`config.mk`:
```
export PLATFORM = sky130hd
export DESIGN_NAME = mbt_ctrl
export DESIGN_NICKNAME = d
export VERILOG_FILES = /design/src/hdl/mbt_pkg.sv /design/src/hdl/mbt_ctrl.sv
export VERILOG_INCLUDE_DIRS = /design/src /design/src/hdl
export SDC_FILE = /design/constraint.sdc
export NUM_CORES = 1
export LEC_CHECK = 0
export ABC_AREA = 1
export BUFFER_PORTS_ARGS = -buffer_cell sky130_fd_sc_hd__buf_2
export CAP_MARGIN = 20
export CORE_AREA = 2 2 39 41
export CTS_BUF_LIST = sky130_fd_sc_hd__clkbuf_4 sky130_fd_sc_hd__clkbuf_8
export DETAILED_ROUTE_END_ITERATION = 16
export DIE_AREA = 0 0 41 43
export GPL_TIMING_DRIVEN = 0
export PLACE_DENSITY_LB_ADDON = 0.1
export SLEW_MARGIN = 30
export SYNTH_ARGS = -nofsm -noshare
export SYNTH_HDL_FRONTEND = slang
export SYNTH_SLANG_ARGS = --single-unit
```
`constraint.sdc`:
```
create_clock -name clk -period 0.9 [get_ports clk]
set_input_delay 0 -clock clk [delete_from_list [all_inputs] [get_ports clk]]
set_output_delay 0 -clock clk [all_outputs]
set_load 0.01 [all_outputs]
```
`src/hdl/assert_macros.svh`:
```
// assertion macros shared by the tracer modules
`ifndef ASSERT_MACROS_SVH
`define ASSERT_MACROS_SVH

// clocked assertion with reset disable
`define ASSERT_CLK(lbl, clk, rst_n, prop) \
  lbl: assert property (@(posedge clk) disable iff (!rst_n) (prop)) \
    else $error("assertion failed");

// clocked assertion with reset disable and a message
`define ASSERT_CLK_MSG(lbl, clk, rst_n, prop, msg) \
  lbl: assert property (@(posedge clk) disable iff (!rst_n) (prop)) \
    else $error(msg);

`endif

```
`src/hdl/mbt_pkg.sv`:
```
// types, codes and helpers for the moore boundary tracer
package mbt_pkg;

  localparam int DEF_MAX_ROWS   = 256;
  localparam int DEF_MAX_COLS   = 256;
  localparam int DEF_MAX_POINTS = 4096;

  localparam int CRD_W = 10;  // signed coordinate, covers -2..257

  localparam logic       REQ_WRITE = 1'b0;
  localparam logic       REQ_STEP  = 1'b1;

  localparam logic [1:0] STATUS_OK       = 2'd0;
  localparam logic [1:0] STATUS_NO_FG    = 2'd1;
  localparam logic [1:0] STATUS_DEAD_END = 2'd2;
  localparam logic [1:0] STATUS_OVERLONG = 2'd3;

  localparam logic [1:0] PH_IDLE    = 2'd0;
  localparam logic [1:0] PH_STARTED = 2'd1;
  localparam logic [1:0] PH_TRACING = 2'd2;
  localparam logic [1:0] PH_OVER    = 2'd3;

  localparam logic [8:0] RESET_SIZE = 9'd256;

  typedef struct packed {
    logic       req_type;
    logic [7:0] pixel_row;
    logic [7:0] pixel_col;
    logic       pixel_value;
  } in_word_t;

  typedef struct packed {
    logic [7:0] point_row;
    logic [7:0] point_col;
    logic       point_valid;
    logic       trace_done;
    logic [1:0] status;
  } out_word_t;

  typedef struct packed {
    logic wr_pixel;
    logic step_begin;
    logic scan_rd;
    logic scan_chk;
    logic pix_rd;
    logic pix_chk;
  } dp_cmd_t;

  typedef struct packed {
    logic [1:0] phase;
    logic       empty;
    logic       scan_stop;
    logic       pt_done;
    logic       pr_retry;
    logic       strobe;
  } dp_stat_t;

  function automatic logic signed [CRD_W-1:0] oct_dr(input logic [2:0] k);
    logic signed [CRD_W-1:0] d;
    unique case (k)
      3'd0, 3'd1, 3'd7: d = 10'sd1;
      3'd2, 3'd6:       d = 10'sd0;
      default:          d = -10'sd1;
    endcase
    return d;
  endfunction

  function automatic logic signed [CRD_W-1:0] oct_dc(input logic [2:0] k);
    logic signed [CRD_W-1:0] d;
    unique case (k)
      3'd1, 3'd2, 3'd3: d = 10'sd1;
      3'd0, 3'd4:       d = 10'sd0;
      default:          d = -10'sd1;
    endcase
    return d;
  endfunction

  function automatic logic in_img(input logic signed [CRD_W-1:0] r,
                                  input logic signed [CRD_W-1:0] c,
                                  input logic [8:0] nr,
                                  input logic [8:0] nc);
    return (r >= 0) && (c >= 0) &&
           (r < $signed({1'b0, nr})) && (c < $signed({1'b0, nc}));
  endfunction

endpackage

```
`src/hdl/mbt_ctrl.sv`:
```
// sequencer for pixel writes, start scan and neighbor probes
`include "assert_macros.svh"

module mbt_ctrl (
  input  logic              clk,
  input  logic              rst_n,
  input  logic              start,
  input  logic              req_type,
  input  mbt_pkg::dp_stat_t stat,
  output mbt_pkg::dp_cmd_t  cmd,
  output logic              busy
);

  typedef enum logic [2:0] {
    ST_IDLE, ST_SCAN_A, ST_SCAN_B, ST_PIX_A, ST_PIX_B
  } state_t;

  state_t state_r, state_nxt;

  always_comb begin
    cmd       = '0;
    state_nxt = state_r;
    unique case (state_r)
      ST_IDLE: begin
        if (start) begin
          if (req_type == mbt_pkg::REQ_WRITE) begin
            cmd.wr_pixel = 1'b1;
          end else begin
            cmd.step_begin = 1'b1;
            if (stat.phase == mbt_pkg::PH_IDLE && !stat.empty) begin
              state_nxt = ST_SCAN_A;
            end else if (stat.phase == mbt_pkg::PH_STARTED ||
                         stat.phase == mbt_pkg::PH_TRACING) begin
              state_nxt = ST_PIX_A;
            end
          end
        end
      end
      ST_SCAN_A: begin
        cmd.scan_rd = 1'b1;
        state_nxt   = ST_SCAN_B;
      end
      ST_SCAN_B: begin
        cmd.scan_chk = 1'b1;
        state_nxt    = stat.scan_stop ? ST_IDLE : ST_SCAN_A;
      end
      ST_PIX_A: begin
        cmd.pix_rd = 1'b1;
        state_nxt  = ST_PIX_B;
      end
      ST_PIX_B: begin
        cmd.pix_chk = 1'b1;
        state_nxt   = (stat.pt_done && !stat.pr_retry) ? ST_IDLE : ST_PIX_A;
      end
      default: state_nxt = ST_IDLE;
    endcase
  end

  always_ff @(posedge clk) begin
    if (!rst_n) begin
      state_r <= ST_IDLE;
    end else begin
      state_r <= state_nxt;
    end
  end

  assign busy = (state_r != ST_IDLE);

  `ASSERT_CLK(a_strobe_idle, clk, rst_n, stat.strobe |-> !busy)
  `ASSERT_CLK(a_chk_after_rd, clk, rst_n, state_r == ST_PIX_B |-> $past(state_r == ST_PIX_A))
  `ASSERT_CLK(a_step_answers, clk, rst_n, (start && !busy) |=> (busy || stat.strobe))

endmodule

```
==> results.sh <==
export IMPL_postSynthCellCount=49
export IMPL_fin_util=0.360
export IMPL_h_tree_depth=1
export IMPL_root_buffer="clkbuf_4"
export IMPL_clock_path_buffers=2
export IMPL_die_w_um=41
export IMPL_firstDrtPassIters=4
export IMPL_layout_setup_ws_ps=-165
export IMPL_drc=0
export IMPL_dp_slack_ps=-36.5
export IMPL_ir_drop_mv=0.836
export IMPL_crit_type="reg2reg"
export IMPL_synth_top_area_frac=0.234
export IMPL_rsz0062_at_grt="yes"
export IMPL_grt_overflow_total=0
export IMPL_regMostFlops="state_r"
export IMPL_p_leak_nw=0.320
export IMPL_maxSlewHeadroom=0.922
export IMPL_fmax_mhz=939
export IMPL_synthesis_nets=61
export IMPL_synth_top_cell_by_area="dfxtp_1"
export IMPL_start_util=0.185
export IMPL_synth_area_leaders="dfxtp_1 23%, inv_1 19%, nand2_1 19%"
export IMPL_cts_tree="yes"
export IMPL_slew_violations=0
export IMPL_synth_compound_area_frac=0
export IMPL_hpwlAfterDp_um=464
export IMPL_reg2reg_slack_ps=-170
export IMPL_critPathArrivalTime_ps=1230
export IMPL_yosysWarnings=0
export IMPL_postRouteAntennaNets=0
export IMPL_worst_setup_path_end_kind="flop"
export IMPL_grt_pass1_vias=314
export IMPL_drt_total_wl_um=592
export IMPL_num_rows=14
export IMPL_cts_sinks=3
export IMPL_antenna_found_initial=0
export IMPL_yosys_area_share_simple=0.498
export IMPL_avgRoutedWirePerCell_um=6.51
export IMPL_mostFrequentLayoutCell="buf_2"
export IMPL_coreArea_mm2=0.00138
export IMPL_period_share=1.18
export IMPL_setup_viol=8
export IMPL_via_count=341
export IMPL_largest_reg_flops=3
export IMPL_hold_violations=0
export IMPL_fin_cells=91
export IMPL_finClkSkew_ps=0.551
export IMPL_synth_top_family_by_area="simple AND/OR/NAND/NOR gates"
export IMPL_io_buffers=16
export IMPL_reg2regPathDepth=7
export IMPL_hold_class="in2reg"
export IMPL_placed_cells=81
export IMPL_layout_drive_gt1_share=0.520
export IMPL_whs_path_depth=5
export IMPL_synthAdderAreaFrac=0.0488
export IMPL_synth_seq_area_share=0.234
export IMPL_violations="negative setup slack"
export IMPL_die_area_mm2=0.00176
export IMPL_drt_initial_drc_count=9
export IMPL_routabilityCongestion=0.701
export IMPL_clk_pin_slew_ps=40
export IMPL_layout_common_cells="13 x buf_2, 12 x inv_1, 12 x nand2_1, 9 x nor2_1"
export IMPL_tightest_slew_ps=116
export IMPL_cp_start_kind="flop"
export IMPL_period_needed_ps=1070
export IMPL_status="finished, violations left"
export IMPL_whs_ps=170
export IMPL_cp_max_fo=3
export IMPL_synth_xor_area_frac=0
export IMPL_n_antenna_cell=0
export IMPL_required_ps=1060
export IMPL_pwr_density_cell_mw_per_mm2=1970
export IMPL_synthesis_area_um2=256
export IMPL_maxCapViolCount=0
export IMPL_avgViaCountPerCell=3.75
export IMPL_nets=88
export IMPL_grt_pass1_wl_um=1170
export IMPL_muxShareOfSynthArea=0
export IMPL_grt_max_degree=6
export IMPL_ys_ff_latch=3
export IMPL_area_growth_pct=94.1
export IMPL_cts_buffers=3
export IMPL_avgSynthCellArea_um2=5.23
export IMPL_synth_distinct_cells=10
export IMPL_largestRegisters="state_r (3)"
export IMPL_ios=18
export IMPL_clk_latency_ps=230
export IMPL_grt_util_all_layers=0.0971
export IMPL_die_y_um=43
[path summary, 6_finish.rpt]
check	from	to
hold / removal	stat[1]	state_r[0]
hold reg to reg	state_r[0]	state_r[2]
setup reg to reg	state_r[1]	state_r[1]
setup / recovery	state_r[1]	state_r[1]
[Yosys cell counts]
master   count
nand3_1      1
dfxtp_1      3
inv_2        2
inv_1       13
nand2_1     13
nor2_2       2
nor3_1       1
nand2_4      1
ha_1         1
nor2_1      12
[critical path: stages (launching register included)]
cell and delay (ps):
dfxtp_4 350, buf_4 140, nor2_4 110, buf_6 110, nor2_2 20, nor2_1 90, nand2_1 80, nor2_1 90
[layer usage]
layer | GRT usage | wire, um | vias to the layer above | share of wire
li1 | - | - | 189 | -
met1 | 0.124 | 258 | 143 | 0.44
met2 | 0.134 | 299 | 9 | 0.51
met3 | 0.0157 | 34 | 0 | 0.057
met4 | 0.0800 | 0 | 0 | 0
met5 | 0 | 0 | - | 0
[what timing repair did]
item / CTS / global route
hold endpoints to repair: 1 / 0
buffers inserted: 4 / 1
pin swaps: 5 / 3
hold buffers: 1 / 0
resized for setup: 16 / 3
setup endpoints to repair: 9 / 9
[power breakdown]
part	switching [W]	internal (W)	leakage, nW
registers	0.0000386	0.000166	0.0267
clock network	0.0000696	0.000196	0.0184
logic	0.000239	0.000269	0.275
[cells by family (layout without fill, tap and decap cells)]
group,after synthesis,after routing
AND/OR/NAND/NOR,30,30
buffers and inverters,15,41
flip-flops,3,3
adder cells (fa/ha/maj),1,1
[layout make-up]
class / instances / area (um2)
clock buffers: 4 / 30.0
fillers: 160 / 886
inverters: 15 / 56.3
multi-input cells: 31 / 170
flip-flops and latches: 3 / 71.3
well taps: 16 / 20.0
repair buffers: 22 / 150
[per-stage QoR]
| stage | cell area [um2] | setup TNS, ps | power [W] |
|---|---|---|---|
| final | 498 | -1000 | 0.000979 |
| after global routing | 498 | -1680 | 0.00108 |
| after CTS | 477 | -1010 | 0.000959 |
| after detailed placement | 357 | -69.1 | 0.000513 |
| after global placement | 357 | -78.3 | 0.000516 |
| after floorplan | 256 | 0 | 0.000407 |
No activity file was read; power rests on OpenSTA's default activity.
